--- config.mk ---
export PLATFORM = sky130hd
export DESIGN_NAME = sha1_message_digest_core
export DESIGN_NICKNAME = d
export VERILOG_FILES = /design/src/hw/rtl/sha1md_pkg.sv /design/src/hw/rtl/sha1md_front.sv /design/src/hw/rtl/sha1md_back.sv /design/src/hw/rtl/sha1_message_digest_core.sv
export SDC_FILE = /design/constraint.sdc
export NUM_CORES = 2
export LEC_CHECK = 0
export ABC_AREA = 1
export BUFFER_PORTS_ARGS = -buffer_cell sky130_fd_sc_hd__buf_2
export CORE_MARGIN = 2
export CORE_UTILIZATION = 56
export DETAILED_ROUTE_END_ITERATION = 7
export GPL_ROUTABILITY_DRIVEN = 0
export PLACE_DENSITY = 0.72
export SYNTH_ARGS = -nofsm -noshare
export SYNTH_HDL_FRONTEND = slang
export SYNTH_SLANG_ARGS = --single-unit
--- constraint.sdc ---
create_clock -name clk -period 11.26 [get_ports clk]
set_input_delay 2.815 -clock clk [delete_from_list [all_inputs] [get_ports clk]]
set_output_delay 2.815 -clock clk [all_outputs]
set_load 0.02 [all_outputs]
--- src/hw/rtl/sha1md_pkg.sv ---
// Shared types and constants for the SHA-1 message digest core.
`default_nettype none
package sha1md_pkg;
	typedef struct packed {
		logic [31:0] data_word;
		logic [2:0]  byte_count;
		logic        end_of_message;
	} in_item_t;

	typedef struct packed {
		logic [31:0] digest_word;
		logic [2:0]  word_index;
		logic        last_word;
	} out_item_t;

	// Front-to-back command: up to four bytes plus the end flag.
	typedef struct packed {
		logic [31:0] data;
		logic [2:0]  nbytes;
		logic        last;
	} cmd_t;

	localparam int unsigned QueueDepthDef = 4;

	localparam logic [31:0] H0 = 32'h67452301;
	localparam logic [31:0] H1 = 32'hefcdab89;
	localparam logic [31:0] H2 = 32'h98badcfe;
	localparam logic [31:0] H3 = 32'h10325476;
	localparam logic [31:0] H4 = 32'hc3d2e1f0;
	localparam logic [31:0] K0 = 32'h5A827999;
	localparam logic [31:0] K1 = 32'h6ED9EBA1;
	localparam logic [31:0] K2 = 32'h8F1BBCDC;
	localparam logic [31:0] K3 = 32'hCA62C1D6;
	localparam logic [7:0]  PadByte = 8'h80;

	function automatic logic [31:0] rol(input logic [31:0] x, input int unsigned n);
		rol = (x << n) | (x >> (32 - n));
	endfunction
endpackage
`default_nettype wire

--- src/hw/rtl/sha1md_front.sv ---
// Front end: clamps byte counts, drops empty items unless they end a message, queues commands.
`default_nettype none
module sha1md_front
	import sha1md_pkg::*;
#(
	parameter int unsigned QueueDepth = QueueDepthDef
) (
	input  wire logic     clk,
	input  wire logic     arst_n,
	input  wire in_item_t in_item,
	input  wire logic     push,
	output logic          full,
	output cmd_t          cmd,
	output logic          cmd_valid,
	input  wire logic     cmd_take
);
	localparam int unsigned AW = (QueueDepth > 1) ? $clog2(QueueDepth) : 1;

	cmd_t            queue_q [QueueDepth];
	logic [AW-1:0]   rd_ptr_q, wr_ptr_q;
	logic [AW:0]     count_q;
	cmd_t            cmd_in;
	logic            keep;
	logic            wr_en, rd_en;

	always_comb begin
		cmd_in.data   = in_item.data_word;
		cmd_in.nbytes = (in_item.byte_count > 3'd4) ? 3'd4 : in_item.byte_count;
		cmd_in.last   = in_item.end_of_message;
	end

	assign full      = (count_q == (AW+1)'(QueueDepth));
	assign keep      = (cmd_in.nbytes != 3'd0) || cmd_in.last;
	assign wr_en     = push && !full && keep;
	assign rd_en     = cmd_take && cmd_valid;
	assign cmd_valid = (count_q != '0);
	assign cmd       = queue_q[rd_ptr_q];

	always_ff @(posedge clk) begin
		if (wr_en) queue_q[wr_ptr_q] <= cmd_in;
	end

	always_ff @(posedge clk or negedge arst_n) begin
		if (!arst_n) begin
			rd_ptr_q <= '0;
			wr_ptr_q <= '0;
			count_q  <= '0;
		end else begin
			if (wr_en)
				wr_ptr_q <= (wr_ptr_q == AW'(QueueDepth - 1)) ? '0 : wr_ptr_q + 1'b1;
			if (rd_en)
				rd_ptr_q <= (rd_ptr_q == AW'(QueueDepth - 1)) ? '0 : rd_ptr_q + 1'b1;
			count_q <= count_q + (AW+1)'(wr_en) - (AW+1)'(rd_en);
		end
	end
endmodule
`default_nettype wire

--- src/hw/rtl/sha1md_back.sv ---
// Back end: block assembly, padding, 80-round compression and digest output.
`default_nettype none
module sha1md_back
	import sha1md_pkg::*;
(
	input  wire logic clk,
	input  wire logic arst_n,
	input  wire cmd_t cmd,
	input  wire logic cmd_valid,
	output logic      cmd_take,
	output out_item_t out_item,
	output logic      empty,
	input  wire logic pop
);
	localparam logic [2:0] StIdle = 3'd0;
	localparam logic [2:0] StByte = 3'd1;
	localparam logic [2:0] StPad  = 3'd2;
	localparam logic [2:0] StRnd  = 3'd3;
	localparam logic [2:0] StFin  = 3'd4;
	localparam logic [2:0] StOut  = 3'd5;

	logic [2:0]   state_q;
	logic [31:0]  win_q [16];
	logic [5:0]   bib_q;
	logic [31:0]  blocks_q;
	logic [31:0]  hv_q [5];
	logic [31:0]  a_q, b_q, c_q, d_q, e_q;
	logic [6:0]   rnd_q;
	logic [31:0]  data_q;
	logic [2:0]   left_q;
	logic         last_q;
	logic         padding_q;  // compressing a pad block
	logic         final_q;    // pad block carries the length
	logic [63:0]  bits_q;
	logic [2:0]   oidx_q;

	logic [31:0]  f, k, m, t, x;
	logic [7:0]   pbyte;

	assign cmd_take = (state_q == StIdle);
	assign empty    = (state_q != StOut);
	assign out_item.digest_word = hv_q[oidx_q];
	assign out_item.word_index  = oidx_q;
	assign out_item.last_word   = (oidx_q == 3'd4);

	always_comb begin
		x = win_q[0] ^ win_q[2] ^ win_q[8] ^ win_q[13];
		m = (rnd_q < 7'd16) ? win_q[0] : rol(x, 1);
		priority if (rnd_q < 7'd20) begin
			f = d_q ^ (b_q & (c_q ^ d_q)); k = K0;
		end else if (rnd_q < 7'd40) begin
			f = b_q ^ c_q ^ d_q; k = K1;
		end else if (rnd_q < 7'd60) begin
			f = (b_q & c_q) | (d_q & (b_q | c_q)); k = K2;
		end else begin
			f = b_q ^ c_q ^ d_q; k = K3;
		end
		t = rol(a_q, 5) + f + e_q + k + m;
		// pad byte at the current position
		if (bib_q >= 6'd56 && final_q)
			pbyte = bits_q[8'(63 - 8*(bib_q - 6'd56)) -: 8];
		else
			pbyte = 8'h00;
	end

	always_ff @(posedge clk or negedge arst_n) begin
		if (!arst_n) begin
			state_q   <= StIdle;
			bib_q     <= '0;
			blocks_q  <= '0;
			hv_q[0] <= H0; hv_q[1] <= H1; hv_q[2] <= H2; hv_q[3] <= H3; hv_q[4] <= H4;
			rnd_q     <= '0;
			left_q    <= '0;
			last_q    <= 1'b0;
			padding_q <= 1'b0;
			final_q   <= 1'b0;
			oidx_q    <= '0;
		end else begin
			unique case (state_q)
				StIdle: if (cmd_valid) begin
					data_q <= cmd.data;
					left_q <= cmd.nbytes;
					last_q <= cmd.last;
					state_q <= StByte;
				end
				StByte: begin
					if (left_q != 3'd0) begin
						win_q[bib_q[5:2]] <= (bib_q[1:0] == 2'd0)
							? {data_q[31:24], 24'h0}
							: win_q[bib_q[5:2]] | ({24'h0, data_q[31:24]}
								<< (5'd8 * (5'd3 - {3'd0, bib_q[1:0]})));
						data_q <= data_q << 8;
						left_q <= left_q - 3'd1;
						bib_q  <= bib_q + 6'd1;
						if (bib_q == 6'd63) begin
							blocks_q  <= blocks_q + 32'd1;
							padding_q <= 1'b0;
							state_q   <= StRnd;
							rnd_q     <= '0;
							a_q <= hv_q[0]; b_q <= hv_q[1]; c_q <= hv_q[2];
							d_q <= hv_q[3]; e_q <= hv_q[4];
						end
					end else if (last_q) begin
						bits_q <= {26'd0, blocks_q, bib_q} << 3;
						win_q[bib_q[5:2]] <= (bib_q[1:0] == 2'd0)
							? {PadByte, 24'h0}
							: win_q[bib_q[5:2]] | ({24'h0, PadByte}
								<< (5'd8 * (5'd3 - {3'd0, bib_q[1:0]})));
						bib_q   <= bib_q + 6'd1;
						if (bib_q == 6'd63) begin
							padding_q <= 1'b1; final_q <= 1'b0;
							state_q   <= StRnd; rnd_q <= '0;
							a_q <= hv_q[0]; b_q <= hv_q[1]; c_q <= hv_q[2];
							d_q <= hv_q[3]; e_q <= hv_q[4];
						end else begin
							final_q <= (bib_q < 6'd56);
							state_q <= StPad;
						end
					end else
						state_q <= StIdle;
				end
				StPad: begin
					win_q[bib_q[5:2]] <= (bib_q[1:0] == 2'd0)
						? {pbyte, 24'h0}
						: win_q[bib_q[5:2]] | ({24'h0, pbyte}
							<< (5'd8 * (5'd3 - {3'd0, bib_q[1:0]})));
					bib_q <= bib_q + 6'd1;
					if (bib_q == 6'd63) begin
						padding_q <= 1'b1;
						state_q   <= StRnd; rnd_q <= '0;
						a_q <= hv_q[0]; b_q <= hv_q[1]; c_q <= hv_q[2];
						d_q <= hv_q[3]; e_q <= hv_q[4];
					end
				end
				StRnd: begin
					for (int i = 0; i < 15; i++) win_q[i] <= win_q[i+1];
					win_q[15] <= m;
					e_q <= d_q; d_q <= c_q; c_q <= rol(b_q, 30); b_q <= a_q; a_q <= t;
					rnd_q <= rnd_q + 7'd1;
					if (rnd_q == 7'd79) state_q <= StFin;
				end
				StFin: begin
					hv_q[0] <= hv_q[0] + a_q; hv_q[1] <= hv_q[1] + b_q;
					hv_q[2] <= hv_q[2] + c_q; hv_q[3] <= hv_q[3] + d_q;
					hv_q[4] <= hv_q[4] + e_q;
					if (!padding_q)
						state_q <= StByte;
					else if (!final_q) begin
						final_q <= 1'b1;
						state_q <= StPad;
					end else begin
						oidx_q  <= '0;
						state_q <= StOut;
					end
				end
				StOut: if (pop) begin
					oidx_q <= oidx_q + 3'd1;
					if (oidx_q == 3'd4) begin
						hv_q[0] <= H0; hv_q[1] <= H1; hv_q[2] <= H2;
						hv_q[3] <= H3; hv_q[4] <= H4;
						bib_q <= '0; blocks_q <= '0; final_q <= 1'b0; last_q <= 1'b0;
						state_q <= StIdle;
					end
				end
				default: state_q <= StIdle;
			endcase
		end
	end
endmodule
`default_nettype wire

--- src/hw/rtl/sha1_message_digest_core.sv ---
// SHA-1 message digest core: top level.
// Input queue: drive in_item and raise push while full is low; each such edge
// is one transfer of up to four big-endian bytes (counts above four act as four).
// Raise end_of_message on the item that closes the message (it may carry zero bytes).
// Output queue: while empty is low, out_item holds the oldest digest word;
// pop takes it. Five words h0..h4 follow each closed message, last_word on h4.
// Each command costs a dispatch step, one step per byte into the block window
// and a finishing step; every 64-byte block adds 80 rounds and a fold, all in
// the single round unit, and no new command is taken until the engine is idle.
// Closing a message costs the padding bytes at one per cycle and one or two extra
// compressions before h0 appears.
// A small command queue between the front and the compression engine lets
// the producer keep pushing while a block compresses.
// If the result side stalls, the engine holds the digest and the queue fills,
// then full rises. Reset (arst_n low) returns chain values and counters to
// their initial values and empties both queues.
`default_nettype none
module sha1_message_digest_core
	import sha1md_pkg::*;
#(
	parameter int unsigned QueueDepth = QueueDepthDef
) (
	input  wire logic      clk,
	input  wire logic      arst_n,
	input  wire in_item_t  in_item,
	input  wire logic      push,
	output logic           full,
	output out_item_t      out_item,
	output logic           empty,
	input  wire logic      pop
);
	cmd_t cmd;
	logic cmd_valid, cmd_take;

	sha1md_front #(.QueueDepth(QueueDepth)) u_front (
		.clk, .arst_n, .in_item, .push, .full, .cmd, .cmd_valid, .cmd_take
	);

	sha1md_back u_back (
		.clk, .arst_n, .cmd, .cmd_valid, .cmd_take, .out_item, .empty, .pop
	);

`ifndef SYNTHESIS
	a_idx: assert property (@(posedge clk) disable iff (!arst_n)
		!empty |-> out_item.word_index <= 3'd4) else $error("digest index out of range");
	a_hold: assert property (@(posedge clk) disable iff (!arst_n)
		!empty && !pop |=> !empty && $stable(out_item)) else $error("digest word lost");
	a_last: assert property (@(posedge clk) disable iff (!arst_n)
		!empty && pop && out_item.last_word |=> empty) else $error("extra digest word");
`endif
endmodule
`default_nettype wire

==> impl_metrics.yaml <==
critical_path:
  startpoint: "u_back.oidx_q[0]"
  critPathRequiredTime_ns: 8.45
  critPathArrivalTime_ns: 3.56
  worstSetupStartpointType: "register"
  worstSetupPathType: "reg2out"
  r2r_start: "u_back.rnd_q[5]"
  crit_fanout: 94
  cp-end-kind: "primary output"
power:
  ir_drop_mv: 0.447
  pwr_density_cell_nw_per_um2: 256
  cellLeakagePower_nw: 32.1
cts:
  cts_resized: 0
  cts_max_path_buffers: 3
  cts_hold_buf: 0
  ctsHtreeMaxLevel: 3
  cts_tree: "done"
  post_cts_buffers: 0
  clkTransAtPathRegs_ns: 0.06
  cts.sinks: 1110
  cts_buffers: 117
  ctsRootBufferMaster: "clkbuf_16"
  clkLatencyLatePin_ns: 0.79
timing:
  final_max_slew_viol_count: 0
  setup_ws_ns: 4.88
  max_freq_ghz: 0.157
  hold_viol: 0
  rsz0062_at_grt: "no"
  min_period_over_period_pct: 56.6
  fin_setup_tns_ns: 0
  finalCriticalPeriod_ns: 6.38
  setup_viol: 0
  clock_skew_ns: 0.0586
  worst_pin_slew_ns: 1.38
  slew_headroom_pct: 7.95
route:
  firstDrtPassIters: 7
  drc: 7
  ant_nets: 0
  wirelength_um: 227000
  wire_per_inst_um: 23.9
  drt-initial-drc-count: 9436
  route.detailed.vias_per_inst: 6.24
  vias: 59300
yosys:
  yosys.area.top_type: "edfxtp_1"
  syn_area_um2: 67000
  syn_avg_cell_area_um2: 8.53
  synth_top_area_share_pct: 39.7
  yosys_warnings: 0
  synth_area_leaders: "edfxtp_1, nand2_1, dfrtp_1"
  synth_ff_type: "edfxtp_1"
  syn-num-nets: 8219
  netlist_top_cells_count: "nand2_1, edfxtp_1, inv_1"
  ys_seq_area_share_pct: 48.3
  ys_seq_elements: 1110
  async_flop_share_pct: 20.2
  synth_cells: 7846
  synth_edf_count: 886
  yosysMostFrequentCell: "nand2_1"
  ys_types: 55
worst_hold_path:
  min_path_type: "reg2reg"
  min-delay-start: "u_back.hv_q[46]"
placement:
  io_buffer_count: 77
  dp_slack_ns: 4.91
  hpwlAfterDp_um: 157000
grt:
  antenna_found_initial: 17
  grt_overflow: 0
  grt_usage_pct: 36.7
  grt_pass1_wl_um: 341000
  grt_pass1_vias: 55100
  grt_max_degree: 249
floorplan:
  core_area_um2: 118000
  start_util_pct: 56.5
  num_rows: 126
  ios: 78
  die_area_um2: 122000
  fp.dieW_um: 350
  fp.dieH_um: 350
cells_and_area:
  area_growth_pct: 8.60
  drive_gt1_share_pct: 6.66
  multi_input_area_um2: 30200
  regArea_um2: 32300
  fin_nets: 8173
  nFillCells: 10100
outcome:
  violations: "DRC"
  status: "complete, but fails checks"
job:
  drv_cap: 0
[metal layers]
metal | share of wire (%) | track usage (%) | vias to the layer above | routed length, um
li1 | - | - | 26500 | -
met2 | 41 | 52.1 | 4082 | 93800
met1 | 38 | 51.1 | 28100 | 87000
met4 | 5.6 | 17.1 | 18 | 12800
met5 | 0.073 | 0 | - | 167
met3 | 15 | 11.9 | 722 | 33700
[cell type report]
cell class              count  area share, %
multi-input cells        5544           41.6
repair buffers            160           1.45
diodes                      7         0.0241
well taps                1600           2.75
clock inverters            65          0.943
clock buffers             155           4.33
inverters                 867           4.48
flip-flops and latches   1110           44.4
[critical path: stages, from the launching register on]
cell	delay [ns]
dfrtp_4	0.62
buf_4	0.79
a21oi_1	0.17
o21ai_0	0.30
nand2_1	0.25
o22ai_1	0.31
buf_2	0.23
[registers in the layout, indices dropped and copies added (netlist names), 3 cells and up]
signal,flops
u_back.left_q,3
u_back.win_q,512
u_back.d_q,32
u_back.e_q,32
u_back.data_q,32
u_front.count_q,3
u_back.a_q,32
u_back.b_q,32
u_back.blocks_q,32
u_front.queue_q,144
u_back.rnd_q,7
u_back.bib_q,6
u_back.hv_q,160
u_back.oidx_q,3
u_back.c_q,32
u_back.bits_q,38
u_back.state_q,3
[path summary, 6_finish.rpt]
kind                                       end  slack [ns]  cells after the start
setup / recovery                  out_item[22]        4.88                      6
hold / removal                 u_back.hv_q[46]        0.49                      2
setup reg to reg                u_back.a_q[16]        4.99                     20
hold reg to reg                u_back.hv_q[46]        0.49                      2
max in group asynchronous  u_front.rd_ptr_q[0]        7.52                      3
min in group asynchronous      u_back.hv_q[47]        1.90                      1
[logic make-up (layout without fill, tap and decap cells)]
| family | after synthesis | after routing | share of synthesized area, % |
|---|---|---|---|
| AO/OA/AOI/OAI | 1571 | 1571 | 13.7 |
| XOR/XNOR | 176 | 176 | 2.30 |
| adder cells (fa/ha/maj) | 333 | 333 | 7.55 |
| buffers and inverters | 1192 | 1247 | 7.05 |
| flip-flops | 1110 | 1110 | 48.3 |
| other | 0 | 7 | 0 |
| AND/OR/NAND/NOR | 3464 | 3464 | 21.2 |
[layout by cell type (no fill, tap or decap), drive strengths merged, types with 32 or more instances in the layout]
master,instances
a21oi,416
a22oi,218
buf,160
clkbuf,155
clkinv,56
dfrtp,144
dfstp,80
edfxtp,886
fa,118
ha,215
inv,863
nand2,2189
nand3,489
nand4,72
nor2,577
nor3,71
o211ai,36
o21ai,637
o21bai,32
o22ai,93
xnor2,122
xor2,54
[through the flow]
stage | power (W) | hold WS, ns | cells | utilization, % | cell area [um2]
after global routing | 0.0196 | 0.520 | 9501 | 61.4 | 72700
after CTS | 0.0181 | 0.494 | 9501 | 61.4 | 72700
after floorplan | 0.0115 | 0.446 | 7846 | - | 67000
after detailed placement | 0.0142 | 0.479 | 9281 | 58.2 | 68900
after global placement | 0.0141 | 0.465 | 9281 | 58.2 | 68900
final | 0.0186 | 0.493 | 9508 | 61.4 | 72700
[report_power, final]
group          internal [W]  switching (W)  leakage (nW)  total (W)
clock network       0.00216        0.00176          1.85    0.00393
logic               0.00300        0.00609          19.1    0.00909
registers           0.00510       0.000496          11.2    0.00559
total                0.0103        0.00835          32.1     0.0186
Note: power is estimated with default switching activity, not from simulation.
